===== src/design/mcm_pkg.sv =====
// ----------------------------------------------------------------------------
// mcm_pkg: shared definitions for the modulator curve map
// register map, curve and output mode codes, per-port curve settings
// ----------------------------------------------------------------------------
package mcm_pkg;

   // default widths
   localparam int SOURCE_BITS_DEF = 14;
   localparam int FRAC_BITS_DEF   = 15;

   // configuration register indexes (byte address 4*index)
   typedef enum logic [2:0] {
      REG_PORT0_LOW   = 3'd0,
      REG_PORT0_HIGH  = 3'd1,
      REG_PORT1_LOW   = 3'd2,
      REG_PORT1_HIGH  = 3'd3,
      REG_PORT0_CURVE = 3'd4,
      REG_PORT1_CURVE = 3'd5,
      REG_AMOUNT      = 3'd6,
      REG_OUTPUT_MODE = 3'd7
   } reg_index_type;

   // curve kinds, codes four and up leave the port unused
   localparam logic [2:0] CURVE_LINEAR  = 3'd0;
   localparam logic [2:0] CURVE_CONCAVE = 3'd1;
   localparam logic [2:0] CURVE_CONVEX  = 3'd2;
   localparam logic [2:0] CURVE_SWITCH  = 3'd3;

   // output sign modes, mode three behaves as keep
   localparam logic [1:0] MODE_KEEP   = 2'd0;
   localparam logic [1:0] MODE_ABS    = 2'd1;
   localparam logic [1:0] MODE_NEGATE = 2'd2;

   // curve register layout, as written over the configuration port
   typedef struct packed {
      logic       reversed;
      logic       bipolar;
      logic [2:0] kind;
   } curve_cfg_type;

endpackage


===== src/design/mcm_merge.sv =====
// ----------------------------------------------------------------------------
// mcm_merge: combines both port values
// product of the ports, scale by amount, sign mode and saturation
// ----------------------------------------------------------------------------
module mcm_merge
   import mcm_pkg::*;
#(
   parameter int FRAC_BITS = FRAC_BITS_DEF
) (
   input  logic                        clock,
   input  logic [3:0]                  load,
   input  logic signed [FRAC_BITS+1:0] y0,
   input  logic signed [FRAC_BITS+1:0] y1,
   input  logic signed [15:0]          amount,
   input  logic [1:0]                  output_mode,
   output logic [15:0]                 result
);

   localparam int F  = FRAC_BITS;
   localparam int XW = F + 2;
   localparam int PW = 2 * XW;
   localparam int RW = XW + 16;

   // port product
   logic signed [PW-1:0] p_ff;

   always_ff @(posedge clock) begin
      if (load[0]) p_ff <= y0 * y1;
   end

   // drop fraction, toward zero
   logic signed [PW-1:0] p_adj;
   logic signed [XW-1:0] m_ff;

   assign p_adj = p_ff + ((p_ff < 0) ? PW'((1 << F) - 1) : PW'(0));

   always_ff @(posedge clock) begin
      if (load[1]) m_ff <= XW'(p_adj >>> F);
   end

   // scale by amount
   logic signed [RW-1:0] r_ff;

   always_ff @(posedge clock) begin
      if (load[2]) r_ff <= amount * m_ff;
   end

   // drop fraction, sign mode, saturate
   logic signed [RW-1:0] r_adj;
   logic signed [18:0]   r2, r3;
   logic [15:0]          result_in, result_ff;

   always_comb begin
      r_adj = r_ff + ((r_ff < 0) ? RW'((1 << F) - 1) : RW'(0));
      r2    = 19'(r_adj >>> F);
      case (output_mode)
         MODE_ABS:    r3 = (r2 < 0) ? -r2 : r2;
         MODE_NEGATE: r3 = -r2;
         default:     r3 = r2;
      endcase
      if (r3 > 19'sd32767)       result_in = 16'h7fff;
      else if (r3 < -19'sd32768) result_in = 16'h8000;
      else                       result_in = r3[15:0];
   end

   always_ff @(posedge clock) begin
      if (load[3]) result_ff <= result_in;
   end

   assign result = result_ff;

endmodule


===== config.mk =====
export PLATFORM = sky130hd
export DESIGN_NAME = mcm_merge
export DESIGN_NICKNAME = d
export VERILOG_FILES = /design/src/design/mcm_pkg.sv /design/src/design/mcm_merge.sv
export SDC_FILE = /design/constraint.sdc
export NUM_CORES = 2
export LEC_CHECK = 0
export ABC_AREA = 1
export ABC_CLOCK_PERIOD_IN_PS = 11630
export BUFFER_PORTS_ARGS = -buffer_cell sky130_fd_sc_hd__buf_2
export CAP_MARGIN = 0
export CORE_ASPECT_RATIO = 1.1
export CORE_UTILIZATION = 50
export DETAILED_ROUTE_END_ITERATION = 7
export GPL_TIMING_DRIVEN = 0
export PLACE_DENSITY = 0.63
export SLEW_MARGIN = 20
export SYNTH_ARGS = -nofsm -noshare
export SYNTH_HDL_FRONTEND = slang
export SYNTH_SLANG_ARGS = --single-unit

===== constraint.sdc =====
create_clock -name clock -period 11.63 [get_ports clock]
set_clock_uncertainty 0.1 [all_clocks]
set_input_delay 1.163 -clock clock [delete_from_list [all_inputs] [get_ports clock]]
set_output_delay 1.163 -clock clock [all_outputs]
set_load 0.05 [all_outputs]

==> flow_metrics.py <==
metrics = {
    "status": {
        "outcome": "finished clean",
    },
    "synthesis": {
        "netlist_top_cells_area": "sky130_fd_sc_hd__fa_1 41%, sky130_fd_sc_hd__inv_1 14%, sky130_fd_sc_hd__nand2_1 11%",
        "ys_async_sr_fraction": 0,
        "syn-num-nets": 4289,
        "ys_dominant_reg_cell": "sky130_fd_sc_hd__edfxtp_1",
        "post_synth_top_area_share": 0.409,
        "edff_count_synth": 99,
        "yosysWarningCount": 0,
        "synthCells": 3458,
        "postSynthAreaPerCell_um2": 8.10,
        "yosysSeqAreaShare": 0.106,
        "ys_top_cells_by_count": "1043 x sky130_fd_sc_hd__inv_1, 832 x sky130_fd_sc_hd__nand2_1, 572 x sky130_fd_sc_hd__fa_1",
        "most_used_standard_cell_by_instance_count_after_synthesis": "sky130_fd_sc_hd__inv_1",
        "flip_flop_and_latch_count_after_synthesis": 99,
        "synth_largest_area_cell": "sky130_fd_sc_hd__fa_1",
        "netlist_area_um2": 28000,
        "synth_cell_types": 54,
    },
    "timing": {
        "timing.final.ws_setup_ns": 3.55,
        "finalHoldViolCount": 0,
        "unrepaired_setup_endpoints_after_global_routing": "false",
        "tightest_slew_ns": 0.764,
        "fmax_mhz": 124,
        "fin_crit_ns": 8.08,
        "tns_ns": 0,
        "layout_worst_path_cycle_share": 0.695,
        "final-setup-viol-count": 0,
        "relSlewSlack": 0.491,
        "final-max-slew-violation-count": 0,
    },
    "placed_design": {
        "hpwl_after_detailed_placement_mm": 59.2,
        "port_buffers": 24,
        "gp_congestion": 0.938,
        "numPlacedInstances": 4218,
        "dp_slack_ns": 3.07,
    },
    "routing": {
        "drt_iter0_drc": 1112,
        "post_drt_wl_per_cell_um": 16.0,
        "drt_first_pass_iters": 6,
        "drc": 0,
        "drt.antenna.violating_nets": 0,
        "detail_route.wirelength_mm": 67.7,
        "route.vias.total": 20800,
        "routed_via_density": 4.91,
    },
    "critical_path": {
        "critPathKind": "in -> reg",
        "worstSetupStartpointType": "primary input",
        "end_kind": "flop",
        "critPathArrivalTime_ns": 8.10,
        "path_max_fanout": 10,
        "worst_setup_path_startpoint": "y1[8]",
        "required_ns": 11.65,
        "launch_instance_of_the_worst_register_to_register_path": "m_ff[16]",
    },
    "grt": {
        "grt_pass1_wl_mm": 112,
        "grt-ovfl-total": 0,
        "global_route_usage_over_all_layers": 0.251,
        "number_of_global_route_vias_before_repair": 22000,
        "antenna_found_initial": 1,
        "maximum_number_of_pins_on_one_net_before_global_route_repair": 34,
    },
    "cells_and_area": {
        "area_of_combinational_cells_with_multiple_inputs_um2": 20600,
        "layoutNonFillerInstCount": 4234,
        "seq_area_um2": 2970,
        "fillCellCount": 5374,
        "layout.nets": 4324,
        "final_layout_size_suffix_gt1_frac": 0.0397,
        "synthToLayoutAreaGrowth_pct": 4.89,
        "antenna-diode-count": 0,
    },
    "clocking": {
        "cts.root.buffer_cell": "sky130_fd_sc_hd__clkbuf_16",
        "worstSkewPairLatency_ns": 0.37,
        "cts_hold_repair.buffers": 0,
        "cts_tree": "yes",
        "clk_path_buf_depth": 2,
        "cts_made_buffers": 9,
        "h-tree-depth": 3,
        "setup_bufs_post_cts": 0,
        "post_cts_resize_count": 0,
        "clock_sinks": 99,
        "path_clk_slew_ns": 0.07,
    },
    "die": {
        "fp.dieW_um": 228,
        "initial_utilization": 0.509,
        "die-height_um": 250,
        "floorplan.rows": 90,
        "die_area_um2": 57000,
        "floorplan.io_pins": 73,
        "coreArea_um2": 55100,
    },
    "run": {
        "max-cap-violations": 0,
    },
    "min_path": {
        "min_path_type": "reg -> reg",
        "min-delay-start": "p_ff[31]",
    },
}
[metal layers]
layer  track usage  vias to the layer above  routed length, um
li1              -                     9973                  -
met1         0.290                    10200              26800
met2         0.474                      484              35900
met3        0.0238                      130               2490
met4        0.0967                        2               2590
met5             0                        -                 13
[registers in the layout, indices dropped and copies added (netlist names)]
signal / count
m_ff: 17
p_ff: 33
r_ff: 33
result: 16
[critical path, cell delays in order]
cell                       delay, ns
sky130_fd_sc_hd__clkbuf_1       0.50
sky130_fd_sc_hd__clkbuf_1       0.54
sky130_fd_sc_hd__nand2_1        0.16
sky130_fd_sc_hd__fa_1           0.56
sky130_fd_sc_hd__inv_1          0.05
sky130_fd_sc_hd__fa_1           0.41
sky130_fd_sc_hd__inv_1          0.08
sky130_fd_sc_hd__fa_1           0.43
sky130_fd_sc_hd__inv_1          0.10
sky130_fd_sc_hd__fa_1           0.41
sky130_fd_sc_hd__fa_1           0.49
sky130_fd_sc_hd__inv_1          0.05
sky130_fd_sc_hd__fa_1           0.47
sky130_fd_sc_hd__inv_1          0.04
sky130_fd_sc_hd__ha_1           0.32
sky130_fd_sc_hd__a21oi_1        0.25
sky130_fd_sc_hd__o21a_1         0.15
sky130_fd_sc_hd__a21boi_0       0.55
sky130_fd_sc_hd__o21ai_1        0.19
sky130_fd_sc_hd__a21oi_1        0.35
sky130_fd_sc_hd__o21ai_1        0.23
sky130_fd_sc_hd__a21oi_1        0.20
sky130_fd_sc_hd__xor2_1         0.40
[cells by family (layout without fill, tap and decap cells)]
group | after synthesis | count (layout) | synth area share
flops | 99 | 99 | 0.106
fa+ha+maj | 774 | 774 | 0.499
xor+xnor | 88 | 88 | 0.0275
buf+inv | 1188 | 1228 | 0.160
compound gates | 195 | 195 | 0.0396
simple gates | 1114 | 1114 | 0.168
[cell usage in the layout (no fill, tap or decap), types with 8 or more instances in the layout]
cell type,n
sky130_fd_sc_hd__nand4_1,15
sky130_fd_sc_hd__nor3_1,14
sky130_fd_sc_hd__a21oi_1,96
sky130_fd_sc_hd__nand3_1,53
sky130_fd_sc_hd__xor2_1,51
sky130_fd_sc_hd__o21ai_0,43
sky130_fd_sc_hd__clkbuf_16,9
sky130_fd_sc_hd__inv_1,1043
sky130_fd_sc_hd__nor2_1,102
sky130_fd_sc_hd__ha_1,202
sky130_fd_sc_hd__or2_2,8
sky130_fd_sc_hd__xnor2_1,37
sky130_fd_sc_hd__nor2_2,10
sky130_fd_sc_hd__fa_1,572
sky130_fd_sc_hd__nand2_2,38
sky130_fd_sc_hd__clkbuf_1,127
sky130_fd_sc_hd__buf_2,24
sky130_fd_sc_hd__nand2_1,832
sky130_fd_sc_hd__inv_2,10
sky130_fd_sc_hd__edfxtp_1,99
sky130_fd_sc_hd__nand3_2,9
[through the flow]
step	hold slack (ns)	area (um2)	util
after detailed placement	0.445	29100	0.528
final	0.461	29400	0.534
after CTS	0.462	29400	0.534
after global routing	0.484	29400	0.534
after global placement	0.431	29100	0.528
after floorplan	0.427	28000	-
[path summary, 6_finish.rpt]
path                            slack (ns)  endpoint  cells past startpoint
worst min register to register        0.46  m_ff[16]                      1
worst max register to register        4.41  r_ff[30]                     20
worst min-delay path                  0.46  m_ff[16]                      1
worst max-delay path                  3.55  p_ff[33]                     23
[layout make-up]
class,instances,share of cell area
clock buffer,9,0.00766
inverter,1057,0.135
buffer,131,0.0177
tap,736,0.0313
multi-input combinational,2171,0.699
sequential,99,0.101
clock inverter,7,0.00358
timing repair buffer,24,0.00409
Power is left out: the tool's default activity adds up to more than one toggle a clock period on the data nets, which glitch-free logic cannot reach.
