<file path="src/design/mcm_pkg.sv">
// ----------------------------------------------------------------------------
// mcm_pkg: shared definitions for the modulator curve map
// register map, curve and output mode codes, per-port curve settings
// ----------------------------------------------------------------------------
package mcm_pkg;

   // default widths
   localparam int SOURCE_BITS_DEF = 14;
   localparam int FRAC_BITS_DEF   = 15;

   // configuration register indexes (byte address 4*index)
   typedef enum logic [2:0] {
      REG_PORT0_LOW   = 3'd0,
      REG_PORT0_HIGH  = 3'd1,
      REG_PORT1_LOW   = 3'd2,
      REG_PORT1_HIGH  = 3'd3,
      REG_PORT0_CURVE = 3'd4,
      REG_PORT1_CURVE = 3'd5,
      REG_AMOUNT      = 3'd6,
      REG_OUTPUT_MODE = 3'd7
   } reg_index_type;

   // curve kinds, codes four and up leave the port unused
   localparam logic [2:0] CURVE_LINEAR  = 3'd0;
   localparam logic [2:0] CURVE_CONCAVE = 3'd1;
   localparam logic [2:0] CURVE_CONVEX  = 3'd2;
   localparam logic [2:0] CURVE_SWITCH  = 3'd3;

   // output sign modes, mode three behaves as keep
   localparam logic [1:0] MODE_KEEP   = 2'd0;
   localparam logic [1:0] MODE_ABS    = 2'd1;
   localparam logic [1:0] MODE_NEGATE = 2'd2;

   // curve register layout, as written over the configuration port
   typedef struct packed {
      logic       reversed;
      logic       bipolar;
      logic [2:0] kind;
   } curve_cfg_type;

endpackage

</file>
<file path="src/design/mcm_lane.sv">
// ----------------------------------------------------------------------------
// mcm_lane: one source port of the curve map
// clamp and normalise through a bit-per-stage divider, then shape the value
// with a bit-per-stage square root for the circular curves
// ----------------------------------------------------------------------------
module mcm_lane
   import mcm_pkg::*;
#(
   parameter int SOURCE_BITS = SOURCE_BITS_DEF,
   parameter int FRAC_BITS   = FRAC_BITS_DEF,
   parameter int STAGES      = 2 * FRAC_BITS + 6
) (
   input  logic                         clock,
   input  logic [STAGES-1:0]            load,
   input  logic [SOURCE_BITS-1:0]       value,
   input  logic [SOURCE_BITS-1:0]       low,
   input  logic [SOURCE_BITS-1:0]       high,
   input  curve_cfg_type                cfg,
   output logic signed [FRAC_BITS+1:0]  y
);

   localparam int S  = SOURCE_BITS;
   localparam int F  = FRAC_BITS;
   localparam int XW = F + 2;
   localparam int AW = F + 3;
   localparam int RW = 2 * F + 1;
   localparam int XS = F + 2;
   localparam int YS = 2 * F + 5;

   localparam logic signed [XW-1:0] ONE_X  = XW'(1) << F;
   localparam logic signed [XW-1:0] HALF_X = XW'(1) << (F - 1);
   localparam logic signed [AW-1:0] ONE_A  = AW'(1) << F;

   // ---------------------------------------------------------------- clamp
   logic [S-1:0] smin, smax, sv, num, den;

   always_comb begin
      smin = (low < high) ? low : high;
      smax = (low < high) ? high : low;
      sv   = value;
      if (sv < smin) sv = smin;
      if (sv > smax) sv = smax;
      num  = (sv >= low) ? (sv - low) : (low - sv);
      den  = (high >= low) ? (high - low) : (low - high);
   end

   logic [S:0]   rem_ff  [0:F+1];
   logic [S-1:0] den_ff  [0:F+1];
   logic [F:0]   q_ff    [0:F+1];
   logic         zero_ff [0:F+1];

   always_ff @(posedge clock) begin
      if (load[0]) begin
         rem_ff[0]  <= {1'b0, num};
         den_ff[0]  <= den;
         q_ff[0]    <= '0;
         zero_ff[0] <= (low == high);
      end
   end

   // ------------------------------------------------------ divider stages
   for (genvar j = 0; j <= F; j++) begin : g_div
      logic [S:0] trial;
      logic       ge;
      logic [S:0] rem_in;

      always_comb begin
         trial  = (j == 0) ? rem_ff[j] : {rem_ff[j][S-1:0], 1'b0};
         ge     = (trial >= {1'b0, den_ff[j]});
         rem_in = ge ? (trial - {1'b0, den_ff[j]}) : trial;
      end

      always_ff @(posedge clock) begin
         if (load[j+1]) begin
            rem_ff[j+1]  <= rem_in;
            den_ff[j+1]  <= den_ff[j];
            q_ff[j+1]    <= {q_ff[j][F-1:0], ge};
            zero_ff[j+1] <= zero_ff[j];
         end
      end
   end

   // ------------------------------------- position and circle argument
   logic signed [XW-1:0] a_x, x_in;
   logic signed [AW-1:0] xa, arg;
   logic        [AW-1:0] mag;
   logic        [F:0]    t_in;

   always_comb begin
      a_x = signed'({1'b0, q_ff[F+1]});
      if (zero_ff[F+1])   x_in = '0;
      else if (cfg.bipolar) x_in = (a_x <<< 1) - ONE_X;
      else                x_in = a_x;
      xa  = {x_in[XW-1], x_in};
      arg = '0;
      case (cfg.kind)
         CURVE_CONCAVE: begin
            if (!cfg.bipolar)       arg = cfg.reversed ? (xa - ONE_A) : xa;
            else if (!cfg.reversed) arg = (xa < 0) ? (xa + ONE_A) : (xa - ONE_A);
            else                    arg = xa;
         end
         CURVE_CONVEX: begin
            if (!cfg.bipolar)       arg = cfg.reversed ? xa : (xa - ONE_A);
            else if (!cfg.reversed) arg = xa;
            else                    arg = (xa < 0) ? (xa + ONE_A) : (xa - ONE_A);
         end
         default: arg = '0;
      endcase
      mag  = (arg < 0) ? AW'(-arg) : AW'(arg);
      t_in = (mag > AW'(ONE_A)) ? (F+1)'(ONE_A) : mag[F:0];
   end

   logic signed [XW-1:0] x_ff [0:F+2];
   logic        [F:0]    t_ff;

   always_ff @(posedge clock) begin
      if (load[XS]) begin
         x_ff[0] <= x_in;
         t_ff    <= t_in;
      end
   end

   // ------------------------------------------------------------ radicand
   logic [RW-1:0] srem_ff [0:F+1];
   logic [F:0]    root_ff [0:F+1];
   logic [RW-1:0] tsq;

   assign tsq = RW'(t_ff) * RW'(t_ff);

   always_ff @(posedge clock) begin
      if (load[XS+1]) begin
         x_ff[1]    <= x_ff[0];
         srem_ff[0] <= (RW'(1) << (2 * F)) - tsq;
         root_ff[0] <= '0;
      end
   end

   // -------------------------------------------------- square root stages
   for (genvar i = 0; i <= F; i++) begin : g_sqrt
      localparam int B = F - i;
      logic [RW:0]   inc;
      logic          ge;
      logic [RW-1:0] srem_in;
      logic [F:0]    root_in;

      always_comb begin
         inc     = ((RW+1)'(root_ff[i]) << (B + 1)) + ((RW+1)'(1) << (2 * B));
         ge      = ({1'b0, srem_ff[i]} >= inc);
         srem_in = ge ? (srem_ff[i] - inc[RW-1:0]) : srem_ff[i];
         root_in = ge ? (root_ff[i] | ((F+1)'(1) << B)) : root_ff[i];
      end

      always_ff @(posedge clock) begin
         if (load[XS+2+i]) begin
            srem_ff[i+1] <= srem_in;
            root_ff[i+1] <= root_in;
            x_ff[i+2]    <= x_ff[i+1];
         end
      end
   end

   // ------------------------------------------------------- curve select
   logic signed [XW-1:0] cx, xl, y_in, y_ff;
   logic                 neg;

   always_comb begin
      cx  = signed'({1'b0, root_ff[F+1]});
      xl  = x_ff[F+2];
      neg = (xl < 0);
      case (cfg.kind)
         CURVE_LINEAR: begin
            if (!cfg.bipolar) y_in = cfg.reversed ? (ONE_X - xl) : xl;
            else              y_in = cfg.reversed ? -xl : xl;
         end
         CURVE_CONCAVE: begin
            if (!cfg.bipolar)       y_in = ONE_X - cx;
            else if (!cfg.reversed) y_in = neg ? -cx : cx;
            else                    y_in = neg ? (ONE_X - cx) : (cx - ONE_X);
         end
         CURVE_CONVEX: begin
            if (!cfg.bipolar)       y_in = cx;
            else if (!cfg.reversed) y_in = neg ? (cx - ONE_X) : (ONE_X - cx);
            else                    y_in = neg ? cx : -cx;
         end
         CURVE_SWITCH: begin
            if (!cfg.bipolar) begin
               if (!cfg.reversed) y_in = (xl < HALF_X) ? '0 : ONE_X;
               else               y_in = (xl < HALF_X) ? ONE_X : '0;
            end else begin
               if (!cfg.reversed) y_in = neg ? -ONE_X : ONE_X;
               else               y_in = neg ? ONE_X : -ONE_X;
            end
         end
         default: y_in = ONE_X;
      endcase
   end

   always_ff @(posedge clock) begin
      if (load[YS]) y_ff <= y_in;
   end

   assign y = y_ff;

endmodule

</file>
<file path="config.mk">
export PLATFORM = sky130hd
export DESIGN_NAME = mcm_lane
export DESIGN_NICKNAME = d
export VERILOG_FILES = /design/src/design/mcm_pkg.sv /design/src/design/mcm_lane.sv
export SDC_FILE = /design/constraint.sdc
export NUM_CORES = 2
export LEC_CHECK = 0
export BUFFER_PORTS_ARGS = -buffer_cell sky130_fd_sc_hd__buf_2
export CAP_MARGIN = 20
export CORE_ASPECT_RATIO = 1.2
export CORE_MARGIN = 5
export CORE_UTILIZATION = 56
export DETAILED_ROUTE_END_ITERATION = 12
export HOLD_SLACK_MARGIN = 0.03
export PLACE_DENSITY_LB_ADDON = 0.3
export REMOVE_ABC_BUFFERS = 1
export SYNTH_ARGS = -nofsm -noshare
export SYNTH_HDL_FRONTEND = slang
export SYNTH_SLANG_ARGS = --single-unit
</file>
<file path="constraint.sdc">
create_clock -name clock -period 12.9 [get_ports clock]
set_input_delay 2.58 -clock clock [delete_from_list [all_inputs] [get_ports clock]]
set_output_delay 2.58 -clock clock [all_outputs]
set_load 0.03 [all_outputs]
</file>
==> run_results.csv <==
group,metric,value,unit
logic_synthesis,synth.top_cell.area_share,56.8,%
placement,gp_congestion,0.874,
timing,skew,0.0161,ns
logic_synthesis,yosysMostFrequentCell,"edfxtp_1",
logic_synthesis,synthDistinctLibCells,88,
logic_synthesis,yosys_warnings,0,
cells_and_area,fin_util,61.7,%
die,dieArea,155000,sq um
clock_network,clock-sinks,1556,
logic_synthesis,synth_edf_count,1556,
die,start_util,56.2,%
logic_synthesis,seq_area_frac_synth,56.8,%
logic_synthesis,avgSynthCellArea,12.5,sq um
cells_and_area,drive_above_1_share,8.54,%
logic_synthesis,synth_compound_area_share,9.38,%
logic_synthesis,synthTopCellsByArea,"edfxtp_1, ha_1, fa_1, inv_1, xnor2_1",
power,peakVddDrop,0.244,mV
job,max_cap_viol_count,0,
clock_network,cts_hold_buf,0,
power,p_per_area,214,nW/um^2
placement,placed_cell_area,85300,sq um
timing,setup_violations,0,
worst_setup_path,max_stage_delay,0.46,ns
routing,vias,49700,
logic_synthesis,synth-xor-area-share,4.28,%
power,leakage,0.0370,uW
routing,ant_nets,0,
global_route,track_usage,21.8,%
global_route,grt_overflow,0,
routing,drt_iter0_markers,3372,
status,outcome,"completed",
global_route,grt_max_degree,63,
clock_network,post-cts-setup-buffers,0,
power,total_power,19300,uW
global_route,antenna_found_initial,10,
routing,viasPerCell,5.61,
global_route,grt_pass1_vias,51000,
worst_setup_path,crit_buf_inv,9,
clock_network,cts.clk_slew.worst_paths,0.07,ns
logic_synthesis,syn_inst,6575,
logic_synthesis,yosys-mux-area-fraction,2.73,%
cells_and_area,nets,7634,
cells_and_area,area_growth,9.85,%
placement,pre_cts_ws,1.13,ns
die,die_y,430,um
timing,worst_slack,1.98,ns
timing,finalCritPeriodShare,84.6,%
worst_setup_path,path_max_fanout,20,
clock_network,cts_made_buffers,153,
logic_synthesis,synthSimpleGateAreaFrac,9.01,%
routing,routed_wl,170000,um
logic_synthesis,synth_fa_ha_area_share,13.4,%
timing,holdWs,0.411,ns
die,fp.dieW,360,um
timing,tightest_slew,1.04,ns
routing,first_pass_iters,6,
clock_network,clockRootBuffer,"clkbuf_16",
logic_synthesis,ys_async_sr_fraction,0,%
hold_path,hp-class,"flip-flop to flip-flop",
worst_setup_path,cp_slowest_cell,"ha_1",
clock_network,htreeDepth,4,
die,num_rows,154,
global_route,grt_first_pass_wirelength,268000,um
routing,drc_errors,0,
worst_setup_path,critPathTopFamily,"compound AO/OA/AOI/OAI gates",
routing,wl_per_cell,19.2,um
logic_synthesis,synth-seq-cells,1556,
die,core,146000,sq um
timing,fmax,0.0916,GHz
logic_synthesis,synthFlopType,"edfxtp_1",
routing,drt-met1-wl,64500,um
logic_synthesis,synth_common_cells,"edfxtp_1, inv_1, ha_1, nand2_1, a21oi_1",
timing,slew_headroom,30.7,%
placement,dp_hpwl,128000,um
logic_synthesis,synth_top_family_by_area,"adder cells",
clock_network,cts-resized-gates,0,
timing,finalHoldViolations,0,
timing,grt_setup_unrepaired,"no",
clock_network,cts_tree,"yes",
logic_synthesis,netlist_area,82200,sq um
timing,final.min_clock_period,10.92,ns
clock_network,clock_path_buffers,3,
routing,routed-wl-met3,6870,um
logic_synthesis,yosysTopAreaCell,"edfxtp_1",
worst_setup_path,worstPathArrival,11.44,ns
routing,wl_met2,90500,um
timing,slew_viol_final,0,
cells_and_area,stdcell_area,90300,sq um
die,io_pins,101,
worst_setup_path,cp.required,13.43,ns
worst_setup_path,path_class,"input pin to flip-flop",
placement,io_buffers,100,
worst_setup_path,cp-start-kind,"input pin",
worst_setup_path,end_kind,"flip-flop",
clock_network,clkLatencyLatePin,0.78,ns
routing,top_layer_used,"met5",
==> flip-flops by register name (all words and copies together) (netlist names) <==
name     count
rem_ff     224
q_ff       136
t_ff        16
den_ff     224
root_ff    136
zero_ff     17
y           17
x_ff       306
srem_ff    480
==> cell families after synthesis <==
family          count (synthesis)
flops                        1556
xor+xnor                      402
other cells                     1
fa+ha+maj                     764
simple gates                 1477
compound gates               1224
mux                           206
buf+inv                       945
==> cell usage in the layout, fill, tap and decap left out, types with 92 or more instances in the layout <==
master	netlist	routed
a21o_1	183	183
a21oi_1	363	363
buf_2	10	101
clkbuf_16	0	154
edfxtp_1	1556	1556
fa_1	198	198
ha_1	565	565
inv_1	822	822
mux2_2	146	146
nand2_1	382	382
nand2b_1	93	93
nor2_1	351	351
nor3_1	100	100
o21a_1	92	92
o21ai_0	276	276
xnor2_1	234	234
xor2_1	168	168
==> area by class of cell <==
type | count | area (sq um)
clock inverters | 98 | 1030
multi-input cells | 4074 | 32000
repair buffers | 179 | 1110
diodes | 8 | 20.0
flip-flops and latches | 1556 | 46700
fillers | 11000 | 56100
clock buffers | 181 | 3960
inverters | 823 | 3090
well taps | 1950 | 2440
==> stage by stage <==
stage	instances	setup TNS (ns)
global route	8865	0
global placement	8579	0
finish	8869	0
floorplan	6453	-0.0972
CTS	8859	0
detailed placement	8580	0
==> final timing paths <==
kind / from / to / slack, ns / cells after the start
max: low[9] / rem_ff[0][11] / 1.98 / 43
min: x_ff[0][5] / x_ff[1][5] / 0.41 / 0
max reg2reg: t_ff[5] / srem_ff[0][30] / 5.63 / 22
min reg2reg: x_ff[0][5] / x_ff[1][5] / 0.41 / 0
==> metal layers <==
metal	global-route usage, %	up-vias
met1	24.7	24100
met3	3.23	387
met5	0	-
met2	40.5	1143
met4	10.2	6
li1	-	24000
==> power by group <==
| group | switching, uW | total, uW | leakage [uW] | internal (uW) |
|---|---|---|---|---|
| combinational | 3980 | 7280 | 0.0195 | 3310 |
| sequential | 614 | 7650 | 0.0151 | 7030 |
| clock | 1900 | 4410 | 0.00242 | 2520 |
No activity file was read; power rests on OpenSTA's default activity.
